## src/hw/rtl/symmetric_fir_q15_macros.svh

```systemverilog
// assertion macros for the symmetric fir block
`ifndef SYMMETRIC_FIR_Q15_MACROS_SVH
`define SYMMETRIC_FIR_Q15_MACROS_SVH
`ifndef NO_ASSERTIONS
// same-cycle implication, muted while reset is low
`define SFIR_ASSERT_IMP(label, clk, rst_n, pre, post) \
    label: assert property (@(posedge clk) disable iff (!rst_n) (pre) |-> (post)) \
        else $error("sfir: same-cycle check failed");
// next-cycle implication, muted while reset is low
`define SFIR_ASSERT_NXT(label, clk, rst_n, pre, post) \
    label: assert property (@(posedge clk) disable iff (!rst_n) (pre) |=> (post)) \
        else $error("sfir: next-cycle check failed");
`else
`define SFIR_ASSERT_IMP(label, clk, rst_n, pre, post)
`define SFIR_ASSERT_NXT(label, clk, rst_n, pre, post)
`endif
`endif

```

## src/hw/rtl/sfir_pkg.sv

```systemverilog
// shared types and constants for the symmetric fir block
package sfir_pkg;

    // sample and coefficient word, q15 two's complement
    typedef logic signed [15:0] t_sample;

    // accumulator: only bits 30..15 of the exact sum are kept, so mod 2^31 suffices
    localparam int ACC_W = 31;
    typedef logic [ACC_W-1:0] t_acc;

    // output bit position of the q15 shift
    localparam int SHIFT_Q15 = 15;

    // coefficient register file
    localparam int NCOEF   = 8;
    localparam int COEF_IW = $clog2(NCOEF);
    typedef t_sample t_coef_arr [NCOEF];

    // apb register map: one 32-bit word per coefficient
    localparam int ADDR_LSB = 2;
    localparam int ADDR_W   = ADDR_LSB + COEF_IW;
    localparam int DATA_W   = 32;

    // coefficient values after reset
    localparam t_coef_arr COEF_RESET = '{
        16'sd0 - 16'sd1586, 16'sd1037, 16'sd2173, 16'sd528,
        16'sd0 - 16'sd2496, 16'sd0 - 16'sd1370, 16'sd6023, 16'sd13670
    };

endpackage

```

## src/hw/rtl/sfir_mac.sv

```systemverilog
// symmetric tap pair: pre-add, multiply by shared coefficient, register
module sfir_mac (
    input  logic              i_clk,
    input  logic              i_en,
    input  sfir_pkg::t_sample i_coef,
    input  sfir_pkg::t_sample i_a,
    input  sfir_pkg::t_sample i_b,
    output sfir_pkg::t_acc    o_prod
);
    import sfir_pkg::*;

    logic signed [16:0] w_pre;
    logic signed [32:0] w_prod;
    t_acc               r_prod;

    // both samples share one coefficient, so add them first
    assign w_pre  = 17'(i_a) + 17'(i_b);
    assign w_prod = 33'(i_coef) * 33'(w_pre);

    // product kept modulo 2^31, which is all the output needs
    always_ff @(posedge i_clk) begin
        if (i_en) begin
            r_prod <= w_prod[ACC_W-1:0];
        end
    end

    assign o_prod = r_prod;

endmodule

```

## config.mk

```make
export PLATFORM = sky130hd
export DESIGN_NAME = sfir_mac
export DESIGN_NICKNAME = d
export VERILOG_FILES = /design/src/hw/rtl/symmetric_fir_q15_macros.svh /design/src/hw/rtl/sfir_pkg.sv /design/src/hw/rtl/sfir_mac.sv
export SDC_FILE = /design/constraint.sdc
export NUM_CORES = 1
export LEC_CHECK = 0
export BUFFER_PORTS_ARGS = -buffer_cell sky130_fd_sc_hd__buf_4
export CAP_MARGIN = 20
export CORE_MARGIN = 1
export CORE_UTILIZATION = 60
export CTS_BUF_LIST = sky130_fd_sc_hd__clkbuf_8
export DETAILED_ROUTE_END_ITERATION = 16
export HOLD_SLACK_MARGIN = 0.05
export PLACE_DENSITY = 0.88
export SLEW_MARGIN = 20
export SYNTH_ARGS = -nofsm -noshare
export SYNTH_HDL_FRONTEND = slang
export SYNTH_SLANG_ARGS = --single-unit
```

## constraint.sdc

```tcl
create_clock -name i_clk -period 27.5 [get_ports i_clk]
set_input_delay 4.125 -clock i_clk [delete_from_list [all_inputs] [get_ports i_clk]]
set_output_delay 4.125 -clock i_clk [all_outputs]
set_load 0.01 [all_outputs]
```

After elaboration in Yosys (flattened, before gate mapping)
Cells that the tools add are included.
- output and inout bits: 31
- flip-flop bits (word level): 31
- logic and storage cells: 3
- multipliers: 1
- add/subtract/negate cells: 1
- operator list (operator ; count):
    $mul A16 B17 Y31 ; 1
    $add A16 B16 Y17 ; 1

Logic depth before layout (Yosys ltp)
- word-level depth: 2
- gate-level depth with buffers: 34

Worst setup path after synthesis
OpenSTA, ideal clock, no wires.
- path kind: input to register
- start: in i_a[0]
- end: reg r_prod[30] (netlist: o_prod[30]) (data pin)
- stages: 31
- slack: 16.020 ns
- arrival time: 11.212 ns
- buffers on the path: 1
- required time: 27.232 ns
- setup time: 0.268 ns
- path through: ha_1 -> inv_1 -> fa_1 -> nor2b_1 -> o21a_1 -> o21ai_2 -> a21oi_2 -> a311o_1 -> a311oi_1 -> or2_1 -> buf_2 -> and2_1 -> fa_1 -> inv_1 -> fa_1 -> inv_1 -> fa_1 -> fa_1 -> fa_1 -> inv_1 -> fa_1 -> inv_1 -> ha_1 -> nand2_1 -> nor2_2 -> and4_1 -> and2_1 -> a221oi_2 -> o41ai_1 -> a31oi_1 -> xnor3_1
- cells in the longest elaborated chain, start to end: 2
- RTL lines (item ; RTL line ; source):
    from (decl) ; sfir_mac.sv:6 ; input sfir_pkg::t_sample i_a,
    $add A16 B16 Y17 ; sfir_mac.sv:17 ; assign w_pre = 17'(i_a) + 17'(i_b);
    $mul A16 B17 Y31 ; sfir_mac.sv:18 ; assign w_prod = 33'(i_coef) * 33'(w_pre);
    named net w_prod[30] ; sfir_mac.sv:13 ; logic signed [32:0] w_prod;
    to (signal assigned) ; sfir_mac.sv:23 ; r_prod <= w_prod[ACC_W-1:0];
    to (decl) ; sfir_mac.sv:14 ; t_acc r_prod;
The timed path passes the listed nets, and every way through them passes these cells.
A chain may end at the register's enable or synchronous reset.

Worst setup path after layout
- start: in i_b[0]
- end: reg r_prod[30] (netlist: o_prod[30]) (data pin)
- cells in the longest elaborated chain, start to end: 2
- RTL lines (item ; RTL line ; source):
    from (decl) ; sfir_mac.sv:7 ; input sfir_pkg::t_sample i_b,
    $add A16 B16 Y17 ; sfir_mac.sv:17 ;
    $mul A16 B17 Y31 ; sfir_mac.sv:18 ;
    named net w_prod[30] ; sfir_mac.sv:13 ;
The timed path passes the listed nets, and every way through them passes these cells.

==> results.tsv <==
metric	value	unit
fmax	0.08280	GHz
avgSynthCellArea	9.260	µm²
synth_seq_cells	31	
rsz0062_at_grt	no	
worst_slew_pin_slew	945.6	ps
relSlewSlack	36.65	%
root_buffer	clkbuf_8	
ant_nets	0	
grt_max_degree	32	
vias	8971	
path_clk_slew	80	ps
dp_slack	15120	ps
diodes	0	
cts_tree	done	
finalCriticalPeriod	12080	ps
grt_pass1_vias	10240	
layout_setup_ws	15420	ps
die_area	20240	µm²
cts_setup_buffers	0	
wl	28170	µm
crit_path_start_kind	primary input	
dp_hpwl	22820	µm
syn_nets	1682	
rows	50	
ys.flop_type	edfxtp_1	
layout.nets	1739	
hold_viol_final	0	
finish.utilization	67.25	%
io_pins	81	
start_util	62.08	%
slew_violations	0	
place.gp.congestion	0.9006	
place_area	12680	µm²
worstHoldEndpoint	o_prod[0]	
cts_buffers	5	
crit_path_frequent_cell	fa_1	
status	finished, final reports clean	
drive_gt1_share	9.152	%
seq_area	930.9	µm²
synth-edff-count	31	
worst_ep_arrival_time	12140	ps
hold_buffers	0	
syn2layout_area_growth	8.330	%
required	27560	ps
clock_sinks	31	
antenna_found_initial	0	
worstSetupEndpointType	register	
dr.pass1.iters	5	
hp-start	i_coef[0]	
portBuffers	80	
min_path_type	primary input to register	
drc	0	
ys_types	60	
grt_first_pass_wirelength	48110	µm
period_share	43.92	%
slowest_delay	740	ps
setup_viol	0	
multi_input_area	9534	µm²
htreeDepth	2	
synth_warnings	0	
largest_reg_flops	31	
cts_resized	0	
die_x	142.3	µm
synthArstFlopShare	0	%
die_y	142.3	µm
crit_slowest_cell	fa_1	
syn_area	11810	µm²
wl_per_cell	17.68	µm
grt-ovfl-total	0	
max_cap_viol_count	0	
critPathKind	primary input to register	
drtIter0Drc	529	
final_cell_mix	318 x inv_1, 258 x fa_1, 155 x nand2_1	
fin_area	12790	µm²
path_max_fanout	21	
synth_cells	1275	
cts_buffer_depth	2	
finalSetupTns	0	ps
final_common_cell	inv_1	
gr-usage-all-layers	31.08	%
min_path_cells	2	
fill_cells	1421	
seq_area_frac_synth	7.885	%
via_per_inst	5.632	
coreArea	19020	µm²
==> how the worst max path moves through the flow <==
stage | endpoint | from | cells after the start
after floorplan | o_prod[30] | i_a[0] | 31
after global placement | o_prod[30] | i_a[0] | 31
after detailed placement | o_prod[30] | i_b[0] | 31
after CTS | o_prod[30] | i_b[0] | 31
after global routing | o_prod[30] | i_b[0] | 31
final | o_prod[30] | i_b[0] | 31
==> final cells by class <==
type | instances | share of cell area [%]
clock buffer | 5 | 0.5381
clock inverter | 3 | 0.3033
inverter | 318 | 9.333
multi-input combinational | 883 | 74.54
sequential | 31 | 7.278
tap | 260 | 2.544
timing repair buffer | 93 | 5.459
==> cell usage after synthesis, types with 2 or more instances <==
master	instances	area [µm²]
a21oi_1	24	120.1
a2111oi_0	2	17.52
nand2_1	155	581.8
nor2_1	33	123.9
o31ai_1	2	15.01
o21ai_1	9	45.04
o21a_1	9	67.56
and2_1	116	725.7
edfxtp_1	31	930.9
clkbuf_1	35	131.4
a311oi_1	4	35.03
fa_1	258	5165
inv_1	318	1194
buf_2	7	35.03
ha_1	99	1239
a21o_1	14	105.1
nor2b_1	12	75.07
o211ai_1	2	15.01
o21ai_2	3	26.28
o21ai_0	8	40.04
a211oi_1	5	37.54
nor4_1	2	12.51
a31o_2	2	17.52
xnor2_1	42	367.9
o21bai_1	5	37.54
a21oi_2	2	17.52
nor4_4	2	42.54
and4_1	2	17.52
and3_1	4	25.02
nand3_1	4	20.02
nand4_1	5	31.28
nand2b_1	16	100.1
nor3_1	5	25.02
a31oi_1	3	18.77
xor2_1	10	87.58
==> critical path, delay by kind of cell <==
kind	cells	cell delay, ps
AOI/OAI and AO/OA	8	1710
xor gates and xnor gates	1	190
adders and majority gates	9	4150
buffers and inverters	6	400
and+or+nand+nor	7	1580
==> per-layer routing <==
layer,up-vias,track usage [%],share of wire (%),routed length (µm)
li1,3922,-,-,-
met1,4528,34.42,35,9905
met2,402,56.53,52,14650
met3,119,5.215,7.2,2025
met4,0,17.43,5.6,1585
met5,-,0,0,0
==> through the flow <==
stage | hold slack (ps) | std cells
global route | 4249 | 1593
finish | 4243 | 1593
CTS | 4220 | 1593
floorplan | 4238 | 1275
detailed placement | 4533 | 1585
global placement | 4534 | 1585
==> logic make-up (layout without fill, tap and decap cells) <==
| group | after synthesis | after routing | synth area share (%) |
|---|---|---|---|
| AO/OA/AOI/OAI | 108 | 108 | 6.571 |
| XOR/XNOR | 53 | 53 | 4.048 |
| adder cells (fa/ha/maj) | 358 | 358 | 54.32 |
| buffers and inverters | 361 | 419 | 11.55 |
| flip-flops | 31 | 31 | 7.885 |
| multiplexers | 2 | 2 | 0.1802 |
| AND/OR/NAND/NOR | 362 | 362 | 15.44 |
Power is left out: the tool's default activity adds up to more than one toggle a clock period on the data nets, which glitch-free logic cannot reach.
