$ cat src/hw/rtl/symmetric_fir_q15_macros.svh
// assertion macros for the symmetric fir block
`ifndef SYMMETRIC_FIR_Q15_MACROS_SVH
`define SYMMETRIC_FIR_Q15_MACROS_SVH
`ifndef NO_ASSERTIONS
// same-cycle implication, muted while reset is low
`define SFIR_ASSERT_IMP(label, clk, rst_n, pre, post) \
    label: assert property (@(posedge clk) disable iff (!rst_n) (pre) |-> (post)) \
        else $error("sfir: same-cycle check failed");
// next-cycle implication, muted while reset is low
`define SFIR_ASSERT_NXT(label, clk, rst_n, pre, post) \
    label: assert property (@(posedge clk) disable iff (!rst_n) (pre) |=> (post)) \
        else $error("sfir: next-cycle check failed");
`else
`define SFIR_ASSERT_IMP(label, clk, rst_n, pre, post)
`define SFIR_ASSERT_NXT(label, clk, rst_n, pre, post)
`endif
`endif

$ cat src/hw/rtl/sfir_pkg.sv
// shared types and constants for the symmetric fir block
package sfir_pkg;

    // sample and coefficient word, q15 two's complement
    typedef logic signed [15:0] t_sample;

    // accumulator: only bits 30..15 of the exact sum are kept, so mod 2^31 suffices
    localparam int ACC_W = 31;
    typedef logic [ACC_W-1:0] t_acc;

    // output bit position of the q15 shift
    localparam int SHIFT_Q15 = 15;

    // coefficient register file
    localparam int NCOEF   = 8;
    localparam int COEF_IW = $clog2(NCOEF);
    typedef t_sample t_coef_arr [NCOEF];

    // apb register map: one 32-bit word per coefficient
    localparam int ADDR_LSB = 2;
    localparam int ADDR_W   = ADDR_LSB + COEF_IW;
    localparam int DATA_W   = 32;

    // coefficient values after reset
    localparam t_coef_arr COEF_RESET = '{
        16'sd0 - 16'sd1586, 16'sd1037, 16'sd2173, 16'sd528,
        16'sd0 - 16'sd2496, 16'sd0 - 16'sd1370, 16'sd6023, 16'sd13670
    };

endpackage

$ cat src/hw/rtl/sfir_tree.sv
// registered binary adder tree over the lane products
module sfir_tree #(
    parameter int LEAVES = 8
) (
    input  logic           i_clk,
    input  logic           i_en,
    input  sfir_pkg::t_acc i_leaf [LEAVES],
    output sfir_pkg::t_acc o_root
);
    import sfir_pkg::*;

    localparam int NODES = 2 * LEAVES - 1;

    // heap order: node i has children 2i+1 and 2i+2, leaves at the end
    t_acc w_node [NODES];

    genvar j;
    generate
        for (j = 0; j < LEAVES; j++) begin : g_leaf
            assign w_node[LEAVES-1+j] = i_leaf[j];
        end

        // one register per inner node, so every level is one stage
        for (j = 0; j < LEAVES - 1; j++) begin : g_node
            t_acc r_sum;
            always_ff @(posedge i_clk) begin
                if (i_en) begin
                    r_sum <= t_acc'(w_node[2*j+1] + w_node[2*j+2]);
                end
            end
            assign w_node[j] = r_sum;
        end
    endgenerate

    assign o_root = w_node[0];

endmodule

$ cat config.mk
export PLATFORM = sky130hd
export DESIGN_NAME = sfir_tree
export DESIGN_NICKNAME = d
export VERILOG_FILES = /design/src/hw/rtl/symmetric_fir_q15_macros.svh /design/src/hw/rtl/sfir_pkg.sv /design/src/hw/rtl/sfir_tree.sv
export SDC_FILE = /design/constraint.sdc
export NUM_CORES = 1
export LEC_CHECK = 0
export ABC_AREA = 1
export BUFFER_PORTS_ARGS = -buffer_cell sky130_fd_sc_hd__buf_2
export CORE_ASPECT_RATIO = 1.2
export CORE_MARGIN = 5
export CORE_UTILIZATION = 45
export CTS_CLUSTER_DIAMETER = 30
export CTS_CLUSTER_SIZE = 12
export DETAILED_ROUTE_END_ITERATION = 6
export PLACE_DENSITY = 0.66
export SLEW_MARGIN = 20
export SYNTH_ARGS = -nofsm -noshare
export SYNTH_HDL_FRONTEND = slang
export SYNTH_SLANG_ARGS = --single-unit
$ cat constraint.sdc
create_clock -name i_clk -period 2.6 [get_ports i_clk]
set_input_delay 0.13 -clock i_clk [delete_from_list [all_inputs] [get_ports i_clk]]
set_output_delay 0.13 -clock i_clk [all_outputs]
set_load 0.01 [all_outputs]
* Word-level counts from Yosys, hierarchy flattened
Cells that the tools add are included.
** Storage, ports and cells
- Bits in writable memories :: 0
- Memory bits (read-only) :: 0
- Output and inout port bits :: 31
- Logic and storage cells :: 14
- Latch bits :: 0
- Memories kept :: 0
- Register bits after elaboration :: 217
** Cells by class
- Divide/modulo/power cells :: 0
- Magnitude comparators :: 0
- $add $sub $neg :: 7
- Reductions and logical operators :: 0
- Bitwise logic cells :: 0
- Equal/unequal tests :: 0
- Muxes and demuxes :: 0
- $mul :: 0
- Shifts and indexed selects :: 0
** Operator list (count)
- $add 31x31->31 :: 7

* Longest topological paths before layout
- Depth in word-level cells :: 1
- Depth in mapped cells :: 12
- Depth with buffers taken out :: 12

* Worst setup path before layout
No wires, ideal clock.
- Kind :: reg-to-reg
- From :: reg g_node[3].r_sum[0]
- To :: reg g_node[1].r_sum[28], data pin
- Slack :: 0.676 ns
- Stages on the path, launching flop included :: 13
- Buffers on the path :: 0
- Arrival time :: 1.672 ns
- Clock period less this slack :: 1.924 ns
- Cell sequence :: edfxtp_1 -> ha_1 -> fa_1 -> nand3_1 -> nand3_1 -> nand2_1 -> nand2_2 -> nand2_1 -> nand2_2 -> nand2_1 -> nand2_1 -> nand2_1 -> nand2_1
** On the way
- Longest elaborated chain between the ends :: 1
** Ends and longest elaborated chain
- from (decl) :: RTL line sfir_tree.sv:25 : t_acc r_sum;
- from (signal assigned) :: RTL line sfir_tree.sv:28 : r_sum <= t_acc'(w_node[2*j+1] + w_node[2*j+2]);
- $add 31x31->31 :: RTL line sfir_tree.sv:28
- to (signal assigned) :: RTL line sfir_tree.sv:28
- to (decl) :: RTL line sfir_tree.sv:25
Every way passes these cells.
A chain may end at the register's enable or synchronous reset.

* Worst setup path after layout
- From :: in i_leaf[155] (netlist name)
- To :: reg g_node[4].r_sum[12], data pin
** On the way
- Longest elaborated chain between the ends :: 1
** Ends and longest elaborated chain
- from (decl) :: RTL line sfir_tree.sv:7 : input sfir_pkg::t_acc i_leaf [LEAVES],
- $add 31x31->31 :: RTL line sfir_tree.sv:28
- to (signal assigned) :: RTL line sfir_tree.sv:28
- to (decl) :: RTL line sfir_tree.sv:25
Every way passes these cells.

==> results.yml <==
grt:
  antenna_found_initial: 2
  grt_first_pass_wirelength_um: 99900
  grt_use_total: 0.230
  grt-ovfl-total: 0
  grt_max_degree: 64
  grt_pass1_vias: 20200
power:
  p_leak_uw: 0.0152
  peakVddDrop_v: 0.000458
  p_per_area_mw_per_mm2: 758
timing:
  tightest_slew_ps: 600
  setup_viol: 0
  finalHoldViolations: 0
  maxSlewViolCount: 0
  skew_ps: 14.4
  setup_tns_ps: 0
  finalCritPeriodShare: 0.832
  clock.fmax_mhz: 462
  grt_setup_unrepaired: "false"
  period_needed_ps: 2160
  slew_headroom: 0.600
synthesis:
  synth_mux_area_frac: 0
  synthSimpleGateAreaFrac: 0.376
  synth_seq_cells: 217
  syn-num-nets: 3925
  synth.distinct_cells: 21
  synth_top_family_by_area: "simple AND/OR/NAND/NOR gates"
  synth-compound-area-share: 0.0410
  synth_area_per_cell_um2: 6.41
  syn_inst: 3458
  synth_xor_area_frac: 0.0442
  ys.warnings.count: 0
  ys_seq_area_frac: 0.294
  syn_area_mm2: 0.0222
  synth_fa_ha_area_frac: 0.125
final_layout:
  final_cell_mix: "nand2_1, inv_1, buf_2"
  layout-area-overhead-vs-synth_pct: 16.9
  drive_gt1_frac: 0.123
  final_area_mm2: 0.0259
  antennaDiodeCount: 0
  nets: 4266
  layout_commonest_cell: "nand2_1"
cts:
  cts_tree: "built"
  cts_sinks: 217
  path_clk_slew_ps: 50
  cts_root_buf: "clkbuf_16"
  cts_buffers: 42
  cts_max_level: 2
  clock_path_buffers: 3
  clkLatencyLatePin_ps: 550
  cts_setup_buffers: 0
worst_setup_path:
  startpoint_type: "input port"
  r2r_setup_slack_ps: 470
  path_class: "input port to flip-flop"
  r2r-end: "g_node[2].r_sum[28]"
  r2r_start: "g_node[5].r_sum[0]"
  r2r_cells: 12
  crit_arrival_ps: 2470
  worstPathRequired_ps: 2910
  critPathMaxFanout: 4
  cp-end-kind: "flip-flop"
die:
  fp.dieArea_mm2: 0.0538
  die_w_um: 213
  core_area_mm2: 0.0490
  rows: 89
  die_h_um: 253
  ioPinCount: 281
  initial_utilization: 0.452
hold_path:
  hp-start: "i_leaf[218]"
  hold_end: "g_node[3].r_sum[1]"
  min_delay_path_depth: 2
  hold_path.class: "input port to flip-flop"
drt:
  wl_per_cell_um: 14.0
  drtIter0Drc: 1292
  viasPerCell: 4.76
  first_pass_iters: 7
  vias: 21300
  routed_wirelength_um: 62400
  antenna_left: 0
  drc: 0
placement:
  dpl_cell_area_mm2: 0.0245
  place_hpwl_um: 54000
  globalplace.congestion: 0.941
  io_buffers: 280
job:
  maxCapViolations: 0
outcome:
  outcome: "finished, final reports clean"
[report_power, final]
group	internal [uW]	total [uW]	switching, uW	leakage [uW]
Clock	3060	5020	1960	0.000637
Combinational	3140	9080	5940	0.0125
Sequential	5200	5550	344	0.00213
[layout make-up]
cell class / instances / area [um^2]
clock inverters: 30 / 273
repair buffers: 297 / 1600
fillers: 5128 / 23100
multi-input cells: 2535 / 13000
inverters: 706 / 2650
flip-flops and latches: 217 / 6520
well taps: 637 / 797
clock buffers: 47 / 1070
[critical path, cell delays in order]
cell and delay, ps:
dlygate4sd3_1 540, buf_2 120, ha_1 310, fa_1 490
nand3_1 110, nand3_1 100, nand2_1 90, nand2_2 80
nand2_1 80, nand2_2 70, xor2_1 360
[Yosys cell counts (all sizes together)]
cell,instances,area share
a21o,7,0.0024
nand3,182,0.047
o21bai,17,0.0058
and3,2,0.00056
xnor2,7,0.0028
fa,7,0.0063
xor2,105,0.041
ha,210,0.12
nor3,40,0.0097
a21oi,142,0.033
nand2,1512,0.26
nor2,274,0.047
edfxtp,217,0.29
inv,706,0.12
nand4,30,0.0085
[worst max-delay path by stage]
stage,start,slack [ps],depth (start not counted),end
finish,i_leaf[155],440,11,g_node[4].r_sum[12]
global route,g_node[6].r_sum[0],290,12,g_node[2].r_sum[20]
CTS,g_node[5].r_sum[0],470,12,g_node[2].r_sum[28]
detailed placement,g_node[5].r_sum[0],490,12,g_node[2].r_sum[28]
global placement,i_leaf[124],510,10,g_node[4].r_sum[12]
floorplan,g_node[3].r_sum[0],680,12,g_node[1].r_sum[28]
[stage by stage]
stage / std cells / hold slack, ps / util / setup WS (ps) / total power, uW
finish: 4469 / 1.29 / 0.529 / 437 / 19600
global route: 4469 / 41.4 / 0.529 / 285 / 21300
CTS: 4469 / 8.96 / 0.529 / 472 / 19800
detailed placement: 4381 / 497 / 0.499 / 487 / 14700
global placement: 4381 / 502 / 0.499 / 512 / 14600
floorplan: 3458 / 242 / - / 676 / 11900
[cell families after synthesis]
kind of cell             after synthesis
AO/OA/AOI/OAI                        166
AND/OR/NAND/NOR                     2040
buffers and inverters                706
flip-flops                           217
adder cells (fa/ha/maj)              217
XOR/XNOR                             112
[per-layer routing]
| metal | track usage | part of all wire |
|---|---|---|
| met3 | 0.0228 | 0.049 |
| met1 | 0.306 | 0.45 |
| met5 | 0 | 0.00021 |
| met2 | 0.400 | 0.48 |
| met4 | 0.0593 | 0.025 |
[sequential cells by signal, indices dropped and copies added (netlist names)]
name	flops
o_root	31
g_node.r_sum	186
[timing repair]
action,CTS,global route
setup endpoints to repair,0,0
gates resized for setup,0,0
hold endpoints to repair,6,0
hold buffers,11,0
No activity file was read; power rests on OpenSTA's default activity.
