**src/hw/rtl/symmetric_fir_q15_macros.svh**
```systemverilog
// assertion macros for the symmetric fir block
`ifndef SYMMETRIC_FIR_Q15_MACROS_SVH
`define SYMMETRIC_FIR_Q15_MACROS_SVH
`ifndef NO_ASSERTIONS
// same-cycle implication, muted while reset is low
`define SFIR_ASSERT_IMP(label, clk, rst_n, pre, post) \
    label: assert property (@(posedge clk) disable iff (!rst_n) (pre) |-> (post)) \
        else $error("sfir: same-cycle check failed");
// next-cycle implication, muted while reset is low
`define SFIR_ASSERT_NXT(label, clk, rst_n, pre, post) \
    label: assert property (@(posedge clk) disable iff (!rst_n) (pre) |=> (post)) \
        else $error("sfir: next-cycle check failed");
`else
`define SFIR_ASSERT_IMP(label, clk, rst_n, pre, post)
`define SFIR_ASSERT_NXT(label, clk, rst_n, pre, post)
`endif
`endif

```
**src/hw/rtl/sfir_pkg.sv**
```systemverilog
// shared types and constants for the symmetric fir block
package sfir_pkg;

    // sample and coefficient word, q15 two's complement
    typedef logic signed [15:0] t_sample;

    // accumulator: only bits 30..15 of the exact sum are kept, so mod 2^31 suffices
    localparam int ACC_W = 31;
    typedef logic [ACC_W-1:0] t_acc;

    // output bit position of the q15 shift
    localparam int SHIFT_Q15 = 15;

    // coefficient register file
    localparam int NCOEF   = 8;
    localparam int COEF_IW = $clog2(NCOEF);
    typedef t_sample t_coef_arr [NCOEF];

    // apb register map: one 32-bit word per coefficient
    localparam int ADDR_LSB = 2;
    localparam int ADDR_W   = ADDR_LSB + COEF_IW;
    localparam int DATA_W   = 32;

    // coefficient values after reset
    localparam t_coef_arr COEF_RESET = '{
        16'sd0 - 16'sd1586, 16'sd1037, 16'sd2173, 16'sd528,
        16'sd0 - 16'sd2496, 16'sd0 - 16'sd1370, 16'sd6023, 16'sd13670
    };

endpackage

```
**src/hw/rtl/sfir_cell.sv**
```systemverilog
// delay line cell: one stored sample, handed to the next cell on each request
module sfir_cell (
    input  logic             i_clk,
    input  logic             i_rst_n,
    input  logic             i_shift,
    input  logic             i_restart,
    input  sfir_pkg::t_sample i_din,
    output sfir_pkg::t_sample o_tap,
    output sfir_pkg::t_sample o_q
);
    import sfir_pkg::*;

    t_sample r_d;

    // history register, shifts only when a request is taken
    always_ff @(posedge i_clk) begin
        if (!i_rst_n) begin
            r_d <= '0;
        end else if (i_shift) begin
            r_d <= i_din;
        end
    end

    // restart masks the history seen by this request and by the next cell
    assign o_tap = i_restart ? t_sample'(0) : r_d;
    assign o_q   = r_d;

endmodule

```
**config.mk**
```make
export PLATFORM = sky130hd
export DESIGN_NAME = sfir_cell
export DESIGN_NICKNAME = d
export VERILOG_FILES = /design/src/hw/rtl/symmetric_fir_q15_macros.svh /design/src/hw/rtl/sfir_pkg.sv /design/src/hw/rtl/sfir_cell.sv
export SDC_FILE = /design/constraint.sdc
export NUM_CORES = 1
export LEC_CHECK = 0
export BUFFER_PORTS_ARGS = -buffer_cell sky130_fd_sc_hd__buf_2
export CAP_MARGIN = 20
export CORE_ASPECT_RATIO = 1.25
export CORE_MARGIN = 3
export CORE_UTILIZATION = 39
export CTS_CLUSTER_SIZE = 24
export DETAILED_ROUTE_END_ITERATION = 10
export GPL_TIMING_DRIVEN = 0
export PLACE_DENSITY = 0.83
export SYNTH_ARGS = -nofsm -noshare
export SYNTH_HDL_FRONTEND = slang
export SYNTH_SLANG_ARGS = --single-unit
```
**constraint.sdc**
```tcl
create_clock -name i_clk -period 0.8 [get_ports i_clk]
set_input_delay 0.12 -clock i_clk [delete_from_list [all_inputs] [get_ports i_clk]]
set_output_delay 0.12 -clock i_clk [all_outputs]
set_load 0.02 [all_outputs]
```
# Word-level counts from Yosys, hierarchy flattened
# Cells that the tools add are included.
# totals
regBits	16
in_bits	20
output_inout_bits	32
wordCells	2
# op_classes
n_mux	1
# op_table
op	n
$mux 16	1

# Longest topological paths before layout
# Gate-level depths: netlist of run 1.
# logic_depth
word_depth	1
ltp_mapped	4
depth_no_buf	2

# Least setup slack after synthesis of run 1
# No wires, ideal clock.
# synth_timing
kind	register to output
start	reg r_d[0] (netlist: o_q[0])
end	out o_tap[0]
arrival_time_ps	805
required_ps	680
setup_slack_ps	-125
stages_incl_launch_ff	2
path_buffers	0
path_cell_list	dfxtp_1 -> nor2b_1
# synth_between
elab_chain_len	1
# synth_lines
item	line_no	rtl
start, declared	sfir_cell.sv:13	t_sample r_d;
start signal, assigned	sfir_cell.sv:20	r_d <= i_din;
$mux 16	sfir_cell.sv:25	assign o_tap = i_restart ? t_sample'(0) : r_d;
end, declared	sfir_cell.sv:8	output sfir_pkg::t_sample o_tap,
# Every way passes these cells.

# Final worst setup path of run 1
# layout_timing
start	reg r_d[15] (netlist: o_q[15])
end	out o_tap[15]
# The elaborated chain is that of the path after synthesis.

==> summary.md, run 1 <==
| Metric | Value |
|---|---|
| Drt first pass iters | `2` |
| Final period util | `1.29` |
| VDD IR max | `1330 uV` |
| Hold_buf cts | `0` |
| M1 wire length | `809 um` |
| Failing checks | `negative setup slack` |
| Slew HR | `0.778` |
| H-tree depth | `1` |
| Setup WS post-layout | `-0.233 ns` |
| Synth area leader | `dfxtp_1` |
| Seq. cell area | `340 sq um` |
| Total power | `2.00 mW` |
| DR WL met3 | `156 um` |
| Placement Setup Slack | `-0.480 ns` |
| Leak | `0.668 nW` |
| Setup Skew | `0 ns` |
| HPWL after detailed placement | `1.35 mm` |
| Hold Crit Class | `in2reg` |
| # diodes | `0` |
| Metal2 WL | `1.02 mm` |
| Die X | `44.5 um` |
| 1st-iter DRT viols | `1` |
| DIE AREA | `0.00240 sq mm` |
| Worst skew pair latency | `0.27 ns` |
| Post-synthesis average cell area | `10.6 sq um` |
| Hold path depth | `3` |
| Final Slew Violations | `0` |
| Total grt overflow | `0` |
| Critical Path RT | `0.68 ns` |
| Highest routed layer | `met4` |
| Core Region | `0.00166 sq mm` |
| Worst EP arrival | `0.91 ns` |
| Share of cells above drive strength 1 | `0.742` |
| Worst-path clk slew | `0.09 ns` |
| IO buf count | `50` |
| Max Cap Viol | `0` |
| Total GRT Usage | `0.170` |
| WL/cell | `13.8 um` |
| CTS root buffer | `clkbuf_4` |
| CTS tree | `built` |
| # DRC | `0` |
| Sequential element share of the synthesized area | `0.444` |
| Num ports | `52` |
| Wire length of the first global-routing pass | `2.94 mm` |
| Final Util | `0.861` |
| Synth cell types | `7` |
| Tightest Pin Transition | `0.333 ns` |
| Min Tclk post-route | `1.03 ns` |
| CP Class | `reg2out` |
| Endpoint class of the critical path | `primary output` |
| Area grow syn2layout | `98.6%` |
| Final cell count without fillers | `146` |
| Die Ht | `54.1 um` |
| CP Launch Type | `flop` |
| Ranking of synthesized cells by area | `dfxtp_1, nor2b_1, mux2i_1` |
| Post-synthesis cell count | `68` |
| Fill cells | `86` |
| Clk sinks | `16` |
| Status | `finished, violations left` |
| Gpl congestion | `0.685` |
| Row count | `16` |
| Initial antenna violation count | `0` |
| Post-route ant nets | `0` |
| Hold_ws | `0.101 ns` |
| Initial cell density of the core | `0.434` |
| R2R depth | `3` |
| Hold Violations, Final | `0` |
| Vias per inst | `4.61` |
| Placed insts | `136` |
| Syn nets | `88` |
| Longest Clk Path Bufs | `2` |
| Max reg flops | `16` |
| Seq cells post-synth | `16` |
| Vias | `673` |
| Final net count | `149` |
| Multi-input logic area | `480 sq um` |
| Synth warn | `0` |
| Post-synth top area share | `0.444` |
| Max Fclk | `0.968 GHz` |
| Number of global-route vias before repair | `708` |
| RSZ-0062 raised after global routing | `true` |
| CP Max Fanout | `3` |
| Largest net degree at the start of global routing | `11` |
| Synth Cell Area | `721 sq um` |
| Num CTS Buffers | `3` |
| Setup violators final | `32` |
| Final wirelength | `2.01 mm` |
| Cell Pwr Density | `1390 mW/mm^2` |
## repair_timing
action,4_1_cts,5_1_grt
resized for setup,74,11
pin swaps,0,0
setup buffers,2,4
setup endpoints to repair,32,32
## cell usage after synthesis, drive strengths merged
cell type  instances
buf                3
clkbuf             1
dfxtp             16
mux2i             16
nor2b             32
## critical path: stages (launching register included)
cell and delay [ns]:
dfxtp_2 0.37, nor2b_4 0.15, buf_6 0.12
## power by group
part | internal, mW | leakage (nW) | switching [mW]
clock network | 0.276 | 0.0210 | 0.239
logic | 0.329 | 0.509 | 0.256
registers | 0.854 | 0.138 | 0.0425
total | 1.46 | 0.668 | 0.537
## cell usage in the layout, fill, tap and decap left out
cell,Yosys,layout
buf_12,1,1
buf_2,1,17
buf_4,0,5
buf_6,1,36
clkbuf_1,1,1
clkbuf_4,0,3
clkbuf_8,0,1
dfxtp_2,0,16
mux2i_1,16,16
nor2b_1,32,16
nor2b_4,0,16
## per-layer routing
layer / vias up / global-route usage
met4: 0 / 0.106
met5: - / 0
li1: 337 / -
met2: 39 / 0.316
met3: 2 / 0.0301
met1: 295 / 0.173
## cell families (layout without fill, tap and decap cells)
kind of cell	after synthesis	after routing	share of synthesized area
flip-flops	16	16	0.444
AND/OR/NAND/NOR	32	32	0.278
buffers and inverters	4	64	0.0555
multiplexers	16	16	0.222
## area by class of cell
| type | instances | share of cell area |
|---|---|---|
| buffer | 4 | 0.0323 |
| clock buffer | 4 | 0.0253 |
| multi-input combinational | 48 | 0.336 |
| sequential | 16 | 0.238 |
| tap | 18 | 0.0157 |
| timing repair buffer | 56 | 0.353 |
## worst paths after layout
| check | startpoint | slack [ns] | end |
|---|---|---|---|
| worst max register to register | o_q[14] | 0.06 | o_q[14] |
| worst min-delay path | i_din[4] | 0.10 | o_q[4] |
| worst max-delay path | o_q[15] | -0.23 | o_tap[15] |
| worst min register to register | o_q[13] | 0.54 | o_q[13] |
## stage by stage
step,instance area (sq um),setup TNS (ns)
after global routing,1430,-6.25
final,1430,-4.88
after detailed placement,1110,-4.78
after floorplan,841,0
after CTS,1360,-5.01
after global placement,1110,-4.53
Power figures use the tool's default switching activity.
==> inputs of run 2 (changes only) <==
PLACE_DENSITY = 0.77   (was 0.83)
==> run 2 against run 1 <==
  * The flow still finishes with violations (negative setup slack)
  * Clock power up 0.8%
  * Combinational power rose by 2%
  * Via count up 5.6%
  * Clock skew did not move
  * Global-route usage is 0.82 points higher
  * Critical endpoint is now o_tap[7]
  * Largest cell class unchanged
  * Highest routed layer unchanged
==> summary.md, run 2 (synthesis gave the netlist of run 1 again) <==
| Metric | Value |
|---|---|
| Placement Setup Slack | `-0.478 ns (was -0.480 ns)` |
| CP Max Fanout | `3 (unchanged)` |
| Core Region | `0.00166 sq mm (unchanged)` |
| # diodes | `0 (unchanged)` |
| VDD IR max | `1380 uV (was 1330 uV)` |
| Total grt overflow | `0 (unchanged)` |
| CP startpoint | `o_q[7] (was o_q[15])` |
| Row count | `16 (unchanged)` |
| Max Fclk | `0.980 GHz (was 0.968 GHz)` |
| Share of cells above drive strength 1 | `0.744 (was 0.742)` |
| CP Launch Type | `flop (unchanged)` |
| Vias | `711 (was 673)` |
| Final cell count without fillers | `147 (was 146)` |
| Fin area | `0.00144 sq mm (was 0.00143 sq mm)` |
| Clk sinks | `16 (unchanged)` |
| Largest net degree at the start of global routing | `11 (unchanged)` |
| Final Util | `0.868 (was 0.861)` |
| RSZ-0062 raised after global routing | `true (unchanged)` |
| Failing checks | `negative setup slack (unchanged)` |
| Cell Pwr Density | `1390 mW/mm^2 (about the same)` |
| Final net count | `150 (was 149)` |
| Die X | `44.5 um (unchanged)` |
| CTS tree | `built (unchanged)` |
| Final Slew Violations | `0 (unchanged)` |
| Max Cap Viol | `0 (unchanged)` |
| Num ports | `52 (unchanged)` |
| Die Ht | `54.1 um (unchanged)` |
| Drt first pass iters | `4 (was 2)` |
| Setup WS post-layout | `-0.220 ns (was -0.233 ns)` |
| Area grow syn2layout | `100% (was 98.6%)` |
| Hold Crit Class | `in2reg (unchanged)` |
| WL/cell | `14.5 um (was 13.8 um)` |
| RR Startpoint | `o_q[1] (was o_q[14])` |
| Num CTS Buffers | `3 (unchanged)` |
| Commonest non-fill, non-tap cell in the layout | `buf_6 (unchanged)` |
| Final wirelength | `2.13 mm (was 2.01 mm)` |
| Worst skew pair latency | `0.28 ns (was 0.27 ns)` |
| Worst-path clk slew | `0.09 ns (about the same)` |
| IO buf count | `50 (unchanged)` |
| Min Tclk post-route | `1.02 ns (was 1.03 ns)` |
| Hold wc startpoint | `i_din[15] (was i_din[4])` |
| Final period util | `1.28 (was 1.29)` |
| Initial antenna violation count | `0 (unchanged)` |
| Hold_ws | `0.0900 ns (was 0.101 ns)` |
| Vias per inst | `4.84 (was 4.61)` |
| Slew HR | `0.775 (was 0.778)` |
| Placed cell areas | `0.00111 sq mm (unchanged)` |
| 1st-iter DRT viols | `4 (was 1)` |
| Status | `finished, violations left (unchanged)` |
| Tightest Pin Transition | `0.337 ns (was 0.333 ns)` |
| DIE AREA | `0.00240 sq mm (unchanged)` |
| # DRC | `0 (unchanged)` |
| Gpl congestion | `0.688 (was 0.685)` |
| Critical Path RT | `0.68 ns (about the same)` |
| Setup violators final | `33 (was 32)` |
| Worst EP arrival | `0.90 ns (was 0.91 ns)` |
| CP Class | `reg2out (unchanged)` |
| Longest Clk Path Bufs | `2 (unchanged)` |
| H-tree depth | `1 (unchanged)` |
| Initial cell density of the core | `0.434 (unchanged)` |
| Placed insts | `136 (unchanged)` |
| CTS root buffer | `clkbuf_4 (unchanged)` |
| Number of global-route vias before repair | `699 (was 708)` |
| Max reg flops | `16 (unchanged)` |
| Hold Violations, Final | `0 (unchanged)` |
| Leak | `0.674 nW (was 0.668 nW)` |
| HPWL after detailed placement | `1.34 mm (was 1.35 mm)` |
| Setup Skew | `0 ns (unchanged)` |
| Total GRT Usage | `0.178 (was 0.170)` |
| Post-route ant nets | `0 (unchanged)` |
| Endpoint class of the critical path | `primary output (unchanged)` |
| Most frequent cells in the layout | `buf_6, buf_2 (unchanged)` |
| Wire length of the first global-routing pass | `3.13 mm (was 2.94 mm)` |
run 2: cell count changes in the layout (fill, tap and decap cells not counted), sizes merged:
cell	delta
buf	+1
run 2: layout make-up:
class / count / area (sq um)
clock buffers: 4 / 36.3
multi-input cells: 48 / 480
flip-flops and latches: 16 / 340
fillers: 88 / 219
plain buffers: 4 / 46.3
well taps: 18 / 22.5
repair buffers: 57 / 517
run 2: worst paths after layout:
check | cells after the start | slack (ns) | to
hold / removal | 3 | 0.09 | o_q[15]
hold reg to reg | 2 | 0.53 | o_q[15]
setup reg to reg | 4 | -0.04 | o_q[1]
setup / recovery | 2 | -0.22 | o_tap[7]
run 2: worst max-delay path, cell delays in order (launching register included):
cell     delay [ns]
dfxtp_2        0.37
nor2b_4        0.14
buf_6          0.11
run 2: metal layers:
layer,wire (um),global-route usage,up-vias
met4,13,0.0754,0
li1,-,-,339
met3,190,0.0368,2
met1,740,0.196,331
met2,1180,0.325,39
met5,0,0,-
run 2: power by group:
group / leakage (nW) / internal, mW / total (mW) / switching, mW
combinational: 0.515 / 0.334 / 0.595 / 0.261
clock: 0.0210 / 0.277 / 0.519 / 0.243
sequential: 0.138 / 0.854 / 0.896 / 0.0417
run 2: timing repair:
| item | 4_1_cts | 5_1_grt |
|---|---|---|
| setup buffers | 1 | 6 |
| hold buffers | 0 | 0 |
| pin swaps | 0 | 0 |
| gates resized for setup | 69 | 17 |
| endpoints found under the setup margin | 32 | 32 |
run 2: metrics by stage:
stage               setup TNS (ns)  total power [mW]
CTS                          -5.07              1.97
global placement             -4.59              1.33
finish                       -5.14              2.01
global route                 -6.44              2.10
detailed placement           -4.77              1.34
floorplan                        0              1.19
==> inputs of run 3 (changes only) <==
CTS_BUF_LIST = sky130_fd_sc_hd__clkbuf_16   (was not set)
==> run 3 against run 2 <==
  * The flow still finishes with violations (negative setup slack)
  * Non-clock buffer count decreased by 2
  * Power increased by 21%
  * Clock power grew 86%
  * Count of clock-buffer cells in the layout fell by 1
  * Sequential power barely moved
  * Sequential share of layout area is essentially flat
  * Die area unchanged
  * Routed wire length is 0.28% lower
  * Combinational power fell by 4.4%
  * Critical path type unchanged
  * Highest routed layer unchanged
==> summary.md, run 3 (synthesis gave the netlist of run 1 again) <==
| Metric | Value |
|---|---|
| H-tree depth | `1 (unchanged)` |
| Initial cell density of the core | `0.434 (unchanged)` |
| Seq. cell area | `340 sq um (unchanged)` |
| Most frequent cells in the layout | `buf_6, buf_2 (unchanged)` |
| Fin area | `0.00144 sq mm (about the same)` |
| Worst skew pair latency | `0.24 ns (was 0.28 ns)` |
| Multi-input logic area | `480 sq um (unchanged)` |
| IO buf count | `50 (unchanged)` |
| Core Region | `0.00166 sq mm (unchanged)` |
| Leak | `0.674 nW (about the same)` |
| Final net count | `148 (was 150)` |
| # DRC | `0 (unchanged)` |
| Final period util | `1.21 (was 1.28)` |
| Worst EP arrival | `0.85 ns (was 0.90 ns)` |
| Setup WS post-layout | `-0.172 ns (was -0.220 ns)` |
| Num CTS Buffers | `3 (unchanged)` |
| Commonest non-fill, non-tap cell in the layout | `buf_6 (unchanged)` |
| Max Fclk | `1.03 GHz (was 0.980 GHz)` |
| Total grt overflow | `0 (unchanged)` |
| Max Cap Viol | `0 (unchanged)` |
| Die Ht | `54.1 um (unchanged)` |
| Slew HR | `0.770 (was 0.775)` |
| Vias per inst | `4.83 (was 4.84)` |
| Row count | `16 (unchanged)` |
| Gpl congestion | `0.688 (unchanged)` |
| VDD IR max | `1400 uV (was 1380 uV)` |
| Largest net degree at the start of global routing | `11 (unchanged)` |
| Longest Clk Path Bufs | `2 (unchanged)` |
| HPWL after detailed placement | `1.34 mm (unchanged)` |
| Max reg flops | `16 (unchanged)` |
| CP Max Fanout | `3 (unchanged)` |
| CP Class | `reg2out (unchanged)` |
| Worst-path clk slew | `0.05 ns (was 0.09 ns)` |
| CP Launch Type | `flop (unchanged)` |
| Setup Skew | `0 ns (unchanged)` |
| Wire length of the first global-routing pass | `3.34 mm (was 3.13 mm)` |
| Hold wc startpoint | `i_din[15] (unchanged)` |
| Number of global-route vias before repair | `730 (was 699)` |
| CTS tree | `built (unchanged)` |
| CP startpoint | `o_q[14] (was o_q[7])` |
| WL/cell | `14.6 um (was 14.5 um)` |
| Final wirelength | `2.12 mm (was 2.13 mm)` |
| Drt first pass iters | `2 (was 4)` |
| Cell Pwr Density | `1690 mW/mm^2 (was 1390 mW/mm^2)` |
| Post-route ant nets | `0 (unchanged)` |
| Fill cells | `93 (was 88)` |
| Placed cell areas | `0.00111 sq mm (unchanged)` |
| Clk sinks | `16 (unchanged)` |
| Share of cells above drive strength 1 | `0.732 (was 0.744)` |
| Hold Violations, Final | `0 (unchanged)` |
| 1st-iter DRT viols | `6 (was 4)` |
| Hold_buf cts | `0 (unchanged)` |
| Initial antenna violation count | `0 (unchanged)` |
| # diodes | `0 (unchanged)` |
| Total GRT Usage | `0.195 (was 0.178)` |
| Setup violators final | `33 (unchanged)` |
| Hold Crit Class | `in2reg (unchanged)` |
| Status | `finished, violations left (unchanged)` |
| Area grow syn2layout | `99.8% (was 100%)` |
| RR Startpoint | `o_q[1] (unchanged)` |
| Vias | `700 (was 711)` |
| Tightest Pin Transition | `0.345 ns (was 0.337 ns)` |
| DIE AREA | `0.00240 sq mm (unchanged)` |
| Final Slew Violations | `0 (unchanged)` |
| Num ports | `52 (unchanged)` |
| Die X | `44.5 um (unchanged)` |
| Total power | `2.43 mW (was 2.01 mW)` |
| Failing checks | `negative setup slack (unchanged)` |
| Critical Path RT | `0.68 ns (about the same)` |
| Min Tclk post-route | `0.972 ns (was 1.02 ns)` |
| CTS root buffer | `clkbuf_16 (was clkbuf_4)` |
| Endpoint class of the critical path | `primary output (unchanged)` |
| RSZ-0062 raised after global routing | `true (unchanged)` |
run 3: cell types whose count changed in the layout (fill, tap and decap cells not counted):
cell,change
buf_6,-8
buf_4,+6
clkbuf_16,+3
clkbuf_4,-3
clkbuf_8,-1
clkinv_1,+1
run 3: critical path, stage by stage (launching register included):
cell     delay (ns)
dfxtp_2        0.34
nor2b_4        0.15
buf_6          0.12
run 3: layer usage:
metal,vias to the layer above,GRT usage,routed length [um]
met2,38,0.369,1180
met1,322,0.195,753
li1,335,-,-
met3,5,0.0535,153
met4,0,0.0905,32
met5,-,0,0
run 3: layout make-up:
class	count	share of cell area
Timing Repair Buffer	55	0.328
Multi-Input combinational cell	48	0.334
Buffer	4	0.0321
Tap cell	18	0.0156
Sequential cell	16	0.236
Clock inverter	1	0.00261
Clock buffer	3	0.0521
run 3: where the power goes:
group / switching, mW / internal (mW)
Combinational: 0.256 / 0.313
Clock: 0.303 / 0.662
Sequential: 0.0401 / 0.858
run 3: worst paths after layout:
path                            cells past startpoint  slack (ns)        end
worst min-delay path                                3        0.13    o_q[15]
worst max-delay path                                2       -0.17  o_tap[14]
worst min register to register                      2        0.52    o_q[15]
worst max register to register                      4       -0.02     o_q[1]
run 3: repair_timing:
item	4_1_cts	5_1_grt
endpoints found under the setup margin	32	32
setup buffers	1	4
gates resized for setup	67	11
pin swaps	0	0
cloned	0	0
hold endpoints to repair	0	0
run 3: through the flow:
step | TNS [ns] | hold slack [ns] | std cells | utilization | worst slack (ns)
after floorplan | 0 | 0.248 | 68 | - | 0.00149
after global placement | -4.59 | 0.375 | 136 | 0.670 | -0.455
after detailed placement | -4.77 | 0.386 | 136 | 0.670 | -0.478
after CTS | -3.26 | 0.135 | 141 | 0.825 | -0.160
after global routing | -4.07 | 0.159 | 145 | 0.867 | -0.193
final | -3.20 | 0.129 | 145 | 0.867 | -0.172
